[config.mk]
export PLATFORM = sky130hd
export DESIGN_NAME = alr_ctrl
export DESIGN_NICKNAME = d
export VERILOG_FILES = /design/src/design/alr_pkg.sv /design/src/design/alr_ctrl.sv
export SDC_FILE = /design/constraint.sdc
export NUM_CORES = 1
export LEC_CHECK = 0
export BUFFER_PORTS_ARGS = -buffer_cell sky130_fd_sc_hd__buf_2
export CORE_ASPECT_RATIO = 1.25
export CORE_MARGIN = 4
export CORE_UTILIZATION = 53
export DETAILED_ROUTE_END_ITERATION = 8
export GPL_ROUTABILITY_DRIVEN = 0
export GPL_TIMING_DRIVEN = 0
export PLACE_DENSITY_LB_ADDON = 0.12
export RECOVER_POWER = 25
export SLEW_MARGIN = 10
export SYNTH_ARGS = -nofsm -noshare
export SYNTH_HDL_FRONTEND = slang
export SYNTH_SLANG_ARGS = --single-unit
[constraint.sdc]
create_clock -name aclk -period 6.4 [get_ports aclk]
set_clock_uncertainty 0.15 [all_clocks]
set_input_delay 1.28 -clock aclk [delete_from_list [all_inputs] [get_ports aclk]]
set_output_delay 1.28 -clock aclk [all_outputs]
set_load 0.02 [all_outputs]
[src/design/alr_pkg.sv]
// Shared types and constants of the audio loop recorder.
// Used by alr_ctrl, alr_store and audio_loop_recorder_core; no dependencies.
package alr_pkg;

    localparam int CAPACITY   = 131072;
    localparam int ADDR_W     = $clog2(CAPACITY);
    localparam int LEN_W      = $clog2(CAPACITY + 1);
    localparam int SAMPLE_W   = 16;
    localparam int CTRL_W     = 7;
    localparam int OUT_LEN_W  = 18;

    localparam logic [CTRL_W-1:0] TRIGGER_RESET = CTRL_W'(127);

    localparam logic [1:0] OP_SAMPLE      = 2'd0;
    localparam logic [1:0] OP_TOGGLE_REC  = 2'd1;
    localparam logic [1:0] OP_TOGGLE_LOOP = 2'd2;

    typedef enum logic [1:0] {
        MODE_PASS  = 2'd0,
        MODE_PRIME = 2'd1,
        MODE_READY = 2'd2,
        MODE_LOOP  = 2'd3
    } mode_t;

    // At most one access to the loop store per transaction.
    typedef struct packed {
        logic                rd_en;
        logic [ADDR_W-1:0]   rd_addr;
        logic                wr_en;
        logic [ADDR_W-1:0]   wr_addr;
        logic [SAMPLE_W-1:0] wr_data;
    } mem_req_t;

    // Result fields that are known at accept time.
    typedef struct packed {
        logic                 use_mem;
        logic [SAMPLE_W-1:0]  sample;
        mode_t                mode;
        logic                 full;
        logic [OUT_LEN_W-1:0] length;
    } item_t;

endpackage

[src/design/alr_ctrl.sv]
// Mode sequencer of the audio loop recorder: mode, length, play pointer, full flag.
// Depends on alr_pkg; issues at most one loop store access per accepted transaction.
module alr_ctrl (
    input  logic                          aclk,
    input  logic                          aresetn,
    input  logic                          cfg_we,
    input  logic [alr_pkg::CTRL_W-1:0]    cfg_wdata,
    input  logic                          item_en,
    input  logic [1:0]                    opcode,
    input  logic [alr_pkg::SAMPLE_W-1:0]  sample_in,
    input  logic [alr_pkg::CTRL_W-1:0]    control_value,
    output alr_pkg::mem_req_t             mem_req,
    output alr_pkg::item_t                item
);

    localparam int LW = alr_pkg::LEN_W;
    localparam int AW = alr_pkg::ADDR_W;

    logic [alr_pkg::CTRL_W-1:0] trigger_reg;
    alr_pkg::mode_t             mode_reg, mode_next;
    logic [LW-1:0]              len_reg, len_next;
    logic [AW-1:0]              ptr_reg, ptr_next;
    logic                       full_reg, full_next;

    logic          fire;
    logic [AW-1:0] ptr_use;
    logic [LW-1:0] ptr_inc;
    logic [LW+alr_pkg::OUT_LEN_W-1:0] len_wide;

    assign fire    = control_value >= trigger_reg;
    assign ptr_use = ({{(LW-AW){1'b0}}, ptr_reg} >= len_reg) ? '0 : ptr_reg;
    assign ptr_inc = {{(LW-AW){1'b0}}, ptr_use} + LW'(1);

    always_comb begin
        mode_next = mode_reg;
        len_next  = len_reg;
        ptr_next  = ptr_reg;
        full_next = full_reg;
        mem_req   = '{rd_en: 1'b0, rd_addr: ptr_use, wr_en: 1'b0,
                      wr_addr: len_reg[AW-1:0], wr_data: sample_in};
        item.use_mem = 1'b0;
        item.sample  = '0;
        unique case (opcode)
            alr_pkg::OP_SAMPLE: begin
                if (mode_reg == alr_pkg::MODE_LOOP) begin
                    if (len_reg != '0) begin
                        mem_req.rd_en = item_en;
                        item.use_mem  = 1'b1;
                        ptr_next      = (ptr_inc >= len_reg) ? '0 : ptr_inc[AW-1:0];
                    end
                end else begin
                    item.sample = sample_in;
                    if (mode_reg == alr_pkg::MODE_PRIME) begin
                        if (len_reg < LW'(alr_pkg::CAPACITY)) begin
                            mem_req.wr_en = item_en;
                            len_next      = len_reg + LW'(1);
                        end else begin
                            full_next = 1'b1;
                        end
                    end
                end
            end
            alr_pkg::OP_TOGGLE_REC: begin
                if (fire) begin
                    if (mode_reg == alr_pkg::MODE_PASS || mode_reg == alr_pkg::MODE_READY) begin
                        len_next  = '0;
                        ptr_next  = '0;
                        mode_next = alr_pkg::MODE_PRIME;
                    end else if (mode_reg == alr_pkg::MODE_PRIME) begin
                        mode_next = alr_pkg::MODE_READY;
                    end
                end
            end
            alr_pkg::OP_TOGGLE_LOOP: begin
                if (fire) begin
                    if (mode_reg == alr_pkg::MODE_READY || mode_reg == alr_pkg::MODE_PRIME) begin
                        mode_next = alr_pkg::MODE_LOOP;
                    end else if (mode_reg == alr_pkg::MODE_LOOP) begin
                        mode_next = alr_pkg::MODE_READY;
                    end
                end
            end
            default: begin
            end
        endcase
        len_wide    = {{alr_pkg::OUT_LEN_W{1'b0}}, len_next};
        item.mode   = mode_next;
        item.full   = full_next;
        item.length = len_wide[alr_pkg::OUT_LEN_W-1:0];
    end

    always_ff @(posedge aclk) begin
        if (!aresetn) begin
            trigger_reg <= alr_pkg::TRIGGER_RESET;
            mode_reg    <= alr_pkg::MODE_PASS;
            len_reg     <= '0;
            ptr_reg     <= '0;
            full_reg    <= 1'b0;
        end else begin
            if (cfg_we) begin
                trigger_reg <= cfg_wdata;
            end
            if (item_en) begin
                mode_reg <= mode_next;
                len_reg  <= len_next;
                ptr_reg  <= ptr_next;
                full_reg <= full_next;
            end
        end
    end

    a_len_bound: assert property (@(posedge aclk) disable iff (!aresetn)
        len_reg <= LW'(alr_pkg::CAPACITY))
        else $error("loop length beyond store capacity");

    a_ptr_in_loop: assert property (@(posedge aclk) disable iff (!aresetn)
        ptr_reg == '0 || {{(LW-AW){1'b0}}, ptr_reg} < len_reg)
        else $error("play pointer outside recorded loop");

    a_full_sticky: assert property (@(posedge aclk) disable iff (!aresetn)
        full_reg |=> full_reg)
        else $error("store full flag cleared without reset");

    a_no_rw_clash: assert property (@(posedge aclk) disable iff (!aresetn)
        !(mem_req.rd_en && mem_req.wr_en))
        else $error("read and write issued by one transaction");

endmodule

## Word level (Yosys, flattened, before mapping)

Index checks and enable logic that the tools add are counted.

| word-level totals | value |
|---|---|
| register bits | 45 |
| input bits | 36 |
| output and inout bits | 90 |
| logic and storage cells | 62 |

| cells by class | value |
|---|---|
| add/subtract/negate cells | 2 |
| order comparisons | 4 |
| equality and inequality tests | 9 |
| mux-type cells | 35 |
| reductions and logical operators | 7 |

Operators by type and width:

| kind | count |
|---|---|
| two-way mux 17 bit | 7 |
| two-way mux 18 bit | 5 |
| case mux 18 bit (2 select lines) | 1 |
| case mux 17 bit (2 select lines) | 1 |
| adder 17 x 1 -> 18 bit (second input constant) | 1 |
| adder 18 x 1 -> 18 bit (second input constant) | 1 |
| >= comparator 17 x 18 -> 1 bit | 1 |
| >= comparator 18 bit | 1 |
| < comparator 18 bit (second input constant) | 1 |
| nonzero test 18 bit | 1 |
| two-way mux 16 bit | 1 |
| two-way mux 1 bit | 13 |
| two-way mux 2 bit | 6 |
| != test 2 bit (second input constant) | 4 |
| >= comparator 7 bit | 1 |
| equality test 2 bit (second input constant) | 3 |
| AND reduction 6 bit | 1 |
| equality test 2 x 1 -> 1 bit (second input constant) | 2 |
| zero test 2 bit | 2 |
| case mux 2 bit (2 select lines) | 1 |
| logical OR 1 bit | 2 |
| nonzero test 2 bit | 1 |

## Logic depth before layout (Yosys ltp)

Gate-level depths: netlist of the first run.

| logic depth | value |
|---|---|
| depth after elaboration | 8 |
| mapped depth | 24 |
| mapped depth without buffers | 20 |

## Worst setup path after synthesis of the first run

Ideal clock, no wire load.

| path | value |
|---|---|
| path kind | reg2reg |
| start point | register len_reg[5] |
| end point | register ptr_reg[16] |
| setup time | 0.074 ns |
| arrival | 5.958 ns |
| data required time | 6.176 ns |
| setup slack | 0.217 ns |
| stages on the path, launching flop included | 24 |
| path buffers | 4 |
| clock period less this slack | 6.183 ns |
| cells stage by stage | dfxtp_1 -> clkbuf_1 -> inv_1 -> ha_1 -> a2111oi_0 -> o21ai_0 -> a2111oi_0 -> nor2_1 -> clkbuf_1 -> nor2_1 -> ha_1 -> and4_1 -> nand3_1 -> or3_1 -> clkbuf_1 -> o21a_1 -> o21a_1 -> ha_1 -> a21o_1 -> a211o_1 -> a221oi_1 -> clkbuf_1 -> o2111ai_1 -> a31oi_1 |

RTL lines:

| element | RTL line | RTL |
|---|---|---|
| from (decl) | alr_ctrl.sv:21 | `logic [LW-1:0] len_reg, len_next;` |
| from (signal assigned) | alr_ctrl.sv:105 | `len_reg <= len_next;` |
| to (signal assigned) | alr_ctrl.sv:106 | `ptr_reg <= ptr_next;` |
| to (decl) | alr_ctrl.sv:22 | `logic [AW-1:0] ptr_reg, ptr_next;` |

## Worst setup path after layout of the first run

| path | value |
|---|---|
| start point | register len_reg[3] |
| end point | register ptr_reg[16] |

| on the way | value |
|---|---|
| cells in the longest elaborated chain, start to end | 8 |
| elaborated cells on any way between the ends | 11 |
| those cells by class | 1 x add/sub; 2 x order compare; 1 x eq/ne; 5 x mux; 2 x reduce/logical |

RTL lines:

| element | RTL line | RTL |
|---|---|---|
| >= comparator 17 x 18 -> 1 bit | alr_ctrl.sv:31 | `assign ptr_use = ({{(LW-AW){1'b0}}, ptr_reg} >= len_reg) ? '0 : ptr_reg;` |
| two-way mux 17 bit | alr_ctrl.sv:31 |  |
| adder 17 x 1 -> 18 bit | alr_ctrl.sv:32 | `assign ptr_inc = {{(LW-AW){1'b0}}, ptr_use} + LW'(1);` |
| >= comparator 18 bit | alr_ctrl.sv:49 | `ptr_next = (ptr_inc >= len_reg) ? '0 : ptr_inc[AW-1:0];` |
| two-way mux 17 bit | alr_ctrl.sv:49 |  |
| two-way mux 17 bit | alr_ctrl.sv:46 | `if (len_reg != '0) begin` |
| two-way mux 17 bit | alr_ctrl.sv:45 | `if (mode_reg == alr_pkg::MODE_LOOP) begin` |
| case mux 17 bit (2 select lines) | alr_ctrl.sv:43 | `unique case (opcode)` |

Parallel ways exist; a longest one is shown, timed or not. The select of a mux whose other input is x is not followed.
A chain may end at the register's enable or synchronous reset.

==> metrics.md, run 1 <==
| Metric | Value |
|---|---|
| Crit path DAT | 6.24 ns |
| Routed wire length | 14.8 mm |
| Outcome | completed |
| Max incr delay on CP | 0.43 ns |
| CP required | 6.49 ns |
| Root Buffer | clkbuf_8 |
| Worst Setup Start Kind | register |
| Layout cells sized above 1 | 23.5% |
| Clock power frac | 31.6% |
| Die Y | 112 µm |
| Top-Level Pins | 126 |
| Hold depth | 1 |
| Hold path start | full_reg |
| DRC Markers | 0 |
| Slowest stage cell, crit path | a2111oi_2 |
| CTS tree | done |
| Die extent in x | 90.8 µm |
| Cts bufs inserted | 5 |
| Setup CP Type | register to register |
| Net Sw Frac | 31.9% |
| Via density | 6.14 |
| Commonest non-fill, non-tap cells in the layout | buf_2, nand2_1, ha_1 |
| # hold bufs at CTS | 0 |
| Dominant synthesized flop cell | dfxtp_1 |
| RSZ-0062 raised after global routing | no |
| Grt ovf | 0 |
| WL met2 | 7.38 mm |
| Worst r2r src | len_reg[3] |
| CP Buf/Inv Count | 4 |
| Number of synthesized flops with an enable pin | 0 |
| Hold Crit Class | register to register |
| DRT iter0 DRCs | 320 |
| Post-Route Utilization | 65.5% |
| Leak | 0.00245 µW |
| Clock sink total | 45 |
| Reg clk slew, reported paths | 0.10 ns |
| Asr flop ratio synth | 0% |
| Max-slew headroom | 46.9% |
| Reg power frac | 46.8% |
| Pre-antenna DRT Iters | 5 |
| Layout Cells excl Fill | 856 |
| Sequential area share after synthesis | 19.8% |
| Starting Density | 54.9% |
| Top routing layer used | met4 |
| Achievable frequency | 0.163 GHz |
| Post-synth cell types | 57 |
| Nets@finish | 848 |
| Worst Hold End | full_reg |
| Flip-flop count of the largest register after layout | 18 |
| DR vias | 5255 |
| Worst path cell trace | inv_1 -> ha_1 -> a2111oi_0 -> o21ai_1 -> a2111oi_2 -> nor2_1 -> clkbuf_2 -> nor2_2 -> ha_4 -> and4_1 -> nand3_1 -> or3_1 -> clkbuf_1 -> o21a_1 -> o21a_1 -> ha_1 -> a21o_1 -> a211o_1 -> a221oi_4 -> buf_4 -> o2111ai_1 -> a31oi_1 |
| Synth Instances | 629 |
| Crit Path Max Fanout | 10 |
| H-tree lvl count | 2 |
| Wirelength per Cell | 17.2 µm |
| Total GRT Usage | 28.2% |
| Die area | 0.0101 mm² |
| FF-to-FF setup slack | 0.25 ns |
| Setup crit end kind | register |
| Max-cap violation count | 0 |
| Slew @ Worst Pin | 0.797 ns |
| P_int | 417 µW |
| Final max-slew violation count | 0 |
| Core area | 0.00829 mm² |
| Port bufs | 125 |
| Most common cell after layout, fill and taps aside | buf_2 |
| Dpl cells | 851 |
| Detail Route Antenna Nets | 0 |
| P&R area growth vs syn | 19.3% |
| Reg2reg path depth | 22 |
| Diodes inserted | 0 |
| NetSw | 195 µW |
| Post-layout min period | 6.15 ns |
| Clk_lat worst skew | 0.32 ns |
| CP top delay family | compound AO/OA/AOI/OAI gates |
| Ys Warns | 0 |
| First-pass GRT wire length | 23.9 mm |
| RR Endpoint | ptr_reg[16] |
| Synthesis-stage register bit count | 45 |
| Setup-failing EPs final | 0 |
| Met1 Wirelength | 5.76 mm |
| Max rail drop VDD | 0.0000819 V |
| Synth Net Count | 718 |
| Final setup TNS | 0 ns |
| Combinational power share | 21.6% |
| Power Dens Cells | 113 mW/mm² |
| HPWL Detailed | 11.5 mm |
| Post-Syn Area | 0.00455 mm² |
| Row count | 37 |
| CTS Buffer Depth | 2 |
| Vias in the first global route | 5164 |
| Initial antenna violation count | 0 |
| Pin count of the biggest net entering global routing | 13 |
| Fin crit share | 96.0% |
| Syn Area/Cell | 7.23 µm² |
| Final hold viol count | 0 |
| Met3 wire length | 1.08 mm |
## stage by stage
step | power [µW] | cell area (µm²) | setup slack (ns) | hold WS [ns]
floorplan | 374 | 4550 | 0.217 | 0.296
global placement | 418 | 5290 | -0.736 | 0.307
detailed placement | 421 | 5290 | -0.812 | 0.314
CTS | 615 | 5420 | 0.0293 | 0.334
global route | 636 | 5420 | 0.00668 | 0.351
finish | 612 | 5420 | 0.253 | 0.331
## worst register-to-register path, delay by kind of cell, from the launching register on
kind	cells	cell delay, ns
simple gates	5	1.34
compound gates	10	2.54
buf+inv	4	0.78
fa+ha+maj	3	0.84
flops	1	0.42
## worst max-delay path by stage
| stage | start | end | slack, ns | cells past startpoint |
|---|---|---|---|---|
| 2_1_floorplan | len_reg[5] | ptr_reg[16] | 0.22 | 23 |
| 3_3_place_gp | len_reg[5] | ptr_reg[16] | -0.74 | 23 |
| 3_5_place_dp | len_reg[5] | ptr_reg[16] | -0.81 | 23 |
| 4_1_cts | len_reg[3] | ptr_reg[5] | 0.03 | 22 |
| 5_1_grt | len_reg[3] | ptr_reg[2] | 0.007 | 22 |
| 6_report | len_reg[3] | ptr_reg[16] | 0.25 | 22 |
## synth_stat cells, types with 2 or more instances
master,instances,area [µm²]
a21oi_1,39,195
a211oi_1,4,30.0
nand4b_1,5,43.8
or3_1,6,37.5
xnor2_1,2,17.5
buf_2,4,20.0
and2_1,33,206
a21o_1,5,37.5
nand4bb_1,2,22.5
nand2b_1,2,12.5
nand4_1,30,188
nor3b_1,2,15.0
o31ai_1,18,135
nand3_1,25,125
a2111oi_0,2,17.5
o21ai_0,37,185
or2_2,2,12.5
a32oi_1,2,17.5
a31oi_1,15,93.8
a22oi_1,2,15.0
nand2_1,55,206
dfxtp_1,45,901
o41ai_1,2,17.5
nand3b_1,2,15.0
and4_1,2,17.5
and3_1,5,31.3
o21a_1,9,67.6
mux2i_1,2,20.0
nor2b_1,4,25.0
o211a_1,2,20.0
inv_1,37,139
buf_4,34,255
ha_1,53,663
o2111ai_1,2,17.5
nor3_1,8,40.0
nor2_1,52,195
nor4_1,7,43.8
clkbuf_1,37,139
xor2_1,8,70.1
o211ai_1,8,60.1
o221a_2,2,22.5
## area by class of cell
cell class / instances / area [µm²]
inverters: 38 / 143
well taps: 97 / 121
clock buffers: 7 / 86.3
repair buffers: 126 / 613
fillers: 816 / 2860
flip-flops and latches: 45 / 906
plain buffers: 72 / 419
multi-input cells: 471 / 3140
## kinds of logic (layout without fill, tap and decap cells)
logic type / count (synthesis) / after routing / share of synthesized area [%]
compound gates: 158 / 158 / 22.3
xor+xnor: 10 / 10 / 1.93
fa+ha+maj: 53 / 53 / 14.6
buf+inv: 113 / 243 / 12.2
flops: 45 / 45 / 19.8
mux: 3 / 3 / 0.688
simple gates: 247 / 247 / 28.5
## per-layer routing
layer / track usage (%) / up-vias
li1: - / 2496
met1: 32.0 / 2426
met2: 51.0 / 281
met3: 4.12 / 52
met4: 14.1 / 0
met5: 0 / -
## power by group through the flow
| stage | Clock (µW) | Combinational [µW] | Sequential, µW |
|---|---|---|---|
| global route | 206 | 144 | 287 |
| detailed placement | 0 | 128 | 293 |
| global placement | 0 | 125 | 292 |
| floorplan | 0 | 82.2 | 292 |
| CTS | 198 | 131 | 286 |
| finish | 193 | 132 | 286 |
## what timing repair did
action,in CTS,in global routing
endpoints found under the setup margin,17,17
cloned,0,0
pin swaps,0,1
setup buffers,0,1
resized for setup,12,18
No activity file was read; power rests on OpenSTA's default activity.
==> inputs of run 2 (changes only) <==
ABC_AREA = 1   (was not set)
==> metrics.md, run 2 <==
| Metric | Value |
|---|---|
| Via density | 5.42 (was 6.14) |
| RR Endpoint | ptr_reg[10] (was ptr_reg[16]) |
| Fin crit share | 82.4% (was 96.0%) |
| Achievable frequency | 0.190 GHz (was 0.163 GHz) |
| Hold Crit Class | register to register (unchanged) |
| Detail Route Antenna Nets | 0 (unchanged) |
| FF-to-FF setup slack | 1.12 ns (was 0.25 ns) |
| Row count | 37 (unchanged) |
| # hold bufs at CTS | 0 (unchanged) |
| Post-synth cell types | 43 (was 57) |
| CTS Buffer Depth | 2 (unchanged) |
| Pin count of the biggest net entering global routing | 14 (was 13) |
| Root Buffer | clkbuf_8 (unchanged) |
| P&R area growth vs syn | 18.3% (was 19.3%) |
| Synth area leaders | dfxtp_1, ha_1, nand2_1 (was dfxtp_1, ha_1, buf_4) |
| Die extent in x | 91.4 µm (was 90.8 µm) |
| Die area | 0.0103 mm² (was 0.0101 mm²) |
| Synthesis-stage register bit count | 45 (unchanged) |
| H-tree lvl count | 2 (unchanged) |
| Leak | 0.00292 µW (was 0.00245 µW) |
| Reg2reg path depth | 27 (was 22) |
| Post-Syn Area | 0.00461 mm² (was 0.00455 mm²) |
| Final max-slew violation count | 0 (unchanged) |
| Commonest non-fill, non-tap cells in the layout | nand2_1, buf_2, inv_1 (was buf_2, nand2_1, ha_1) |
| Pre-antenna DRT Iters | 5 (unchanged) |
| Cell taking the most area after synthesis | dfxtp_1 (unchanged) |
| Sequential area share after synthesis | 19.5% (was 19.8%) |
| List of most frequent post-synthesis cells | nand2_1, inv_1, a21oi_1 (was nand2_1, ha_1, nor2_1) |
| Slew @ Worst Pin | 0.590 ns (was 0.797 ns) |
| Synth Instances | 707 (was 629) |
| DRC Markers | 0 (unchanged) |
| Outcome | completed (unchanged) |
| Max-slew headroom | 60.7% (was 46.9%) |
| Cts bufs inserted | 5 (unchanged) |
| Worst r2r src | len_reg[16] (was len_reg[3]) |
| Power Dens Cells | 141 mW/mm² (was 113 mW/mm²) |
| Clk_lat worst skew | 0.33 ns (was 0.32 ns) |
| Clock sink total | 45 (unchanged) |
| RSZ-0062 raised after global routing | no (unchanged) |
| Wirelength per Cell | 14.5 µm (was 17.2 µm) |
| Crit Path Max Fanout | 10 (unchanged) |
| Most common cell after layout, fill and taps aside | nand2_1 (was buf_2) |
| Setup crit end kind | register (unchanged) |
| Final setup TNS | 0 ns (unchanged) |
| Post-layout min period | 5.28 ns (was 6.15 ns) |
| Final worst-path setup slack | 1.12 ns (was 0.253 ns) |
| Final hold viol count | 0 (unchanged) |
| Setup CP Type | register to register (unchanged) |
| Ys Warns | 0 (unchanged) |
| Most common cell in the netlist | nand2_1 (unchanged) |
| Vias in the first global route | 5066 (was 5164) |
| First-pass GRT wire length | 23.0 mm (was 23.9 mm) |
| # resized after CTS | 0 (was 12) |
| Synth top area share | 19.5% (was 19.8%) |
| Routed wire length | 13.9 mm (was 14.8 mm) |
| Postcts setup bufs | 0 (unchanged) |
| Crit path DAT | 5.30 ns (was 6.24 ns) |
| Die Y | 112 µm (about the same) |
| Worst Hold End | trigger_reg[5] (was full_reg) |
| Grt ovf | 0 (unchanged) |
| Core area | 0.00838 mm² (was 0.00829 mm²) |
| CP required | 6.43 ns (was 6.49 ns) |
| Hold depth | 2 (was 1) |
| Total GRT Usage | 27.0% (was 28.2%) |
| Layout cells sized above 1 | 22.3% (was 23.5%) |
| Asr flop ratio synth | 0% (unchanged) |
| Flip-flop count of the largest register after layout | 18 (unchanged) |
| Worst slack, placed | 1.19 ns (was -0.812 ns) |
| Dominant synthesized flop cell | dfxtp_1 (unchanged) |
| Nets@finish | 927 (was 848) |
| Max-cap violation count | 0 (unchanged) |
| Top-Level Pins | 126 (unchanged) |
| Hold path start | trigger_reg[5] (was full_reg) |
| Initial antenna violation count | 0 (unchanged) |
| Diodes inserted | 0 (unchanged) |
| Number of synthesized flops with an enable pin | 0 (unchanged) |
| CTS tree | done (unchanged) |
| DRT iter0 DRCs | 227 (was 320) |
| Synth Net Count | 796 (was 718) |
| Reg clk slew, reported paths | 0.09 ns (was 0.10 ns) |
| Starting Density | 55.1% (was 54.9%) |
| Max rail drop VDD | 0.0000959 V (was 0.0000819 V) |
| Worst Setup Start Kind | register (unchanged) |
| Syn Area/Cell | 6.52 µm² (was 7.23 µm²) |
| Post-Route Utilization | 65.1% (was 65.5%) |
| DR vias | 5173 (was 5255) |
| Port bufs | 124 (was 125) |
| HPWL Detailed | 11.3 mm (was 11.5 mm) |
| Setup-failing EPs final | 0 (unchanged) |
[run 2: changes by cell type in the layout (fill, tap and decap cells not counted), moves of 9 or more]
cell	delta
nand2_1	+79
a31oi_1	-12
o21ai_0	+12
clkbuf_1	-9
o31ai_1	-18
buf_2	-9
a21oi_1	+31
and2_1	-26
inv_1	+63
[run 2: cells by family (layout without fill, tap and decap cells)]
family                     count (synthesis)  after routing  synth area share, %
AOI/OAI and AO/OA                        141            141                 16.7
xor gates and xnor gates                   8              8                 1.52
DFF                                       45             45                 19.5
and+or+nand+nor                          300            300                 31.6
buffers and inverters                    160            291                 16.3
adders and majority gates                 53             53                 14.4
[run 2: worst max-delay path by stage]
stage | slack, ns | start | to
final | 1.12 | len_reg[16] | ptr_reg[10]
after global routing | 0.86 | len_reg[16] | ptr_reg[9]
after CTS | 1.19 | len_reg[16] | ptr_reg[9]
after detailed placement | 1.19 | len_reg[16] | ptr_reg[8]
after global placement | 1.22 | len_reg[16] | ptr_reg[7]
after floorplan | 2.00 | opcode[0] | item[15]
[run 2: layout make-up]
cell class / instances / area, µm²
buffer: 54 / 350
clock buffer: 5 / 68.8
clock inverter: 2 / 35.0
fill: 816 / 2920
inverter: 106 / 398
multi-input combinational: 502 / 2960
sequential: 45 / 901
tap: 117 / 146
timing repair buffer: 124 / 594
[run 2: critical path, stage by stage, from the launching register on]
cell and delay [ns]:
dfxtp_1 0.48, inv_1 0.16, ha_1 0.36, nand2_4 0.09
nor2_1 0.06, nand3b_1 0.13, inv_1 0.08, nand2_2 0.19
inv_2 0.07, nor2_4 0.19, inv_2 0.13, nor2_1 0.22
ha_1 0.27, nand4_1 0.13, nor2_2 0.28, nand2_1 0.19
inv_1 0.11, nand3_1 0.09, and2_1 0.20, ha_1 0.29
nand2_1 0.08, nor4_1 0.43, o211ai_1 0.17, nand4_1 0.18
nor2_4 0.09, buf_4 0.20, nand2_1 0.08, a21oi_1 0.05
[run 2: routing by layer]
metal / track usage, % / share of wire, % / up-vias
met5: 0 / 0 / -
met4: 11.2 / 3.1 / 0
met3: 4.22 / 5.7 / 34
met2: 50.1 / 51 / 194
met1: 30.2 / 40 / 2379
li1: - / - / 2566
[run 2: stage by stage]
stage,cells,power (µW),hold slack (ns),instance area (µm²)
floorplan,707,473,0.284,4610
global placement,948,543,0.294,5380
detailed placement,948,549,0.313,5380
CTS,955,771,0.325,5480
global route,955,806,0.345,5460
finish,955,770,0.325,5460
[run 2: where the power goes]
group	internal, µW	switching, µW
Combinational	82.9	155
Clock	114	113
Sequential	292	13.1
Total	489	281
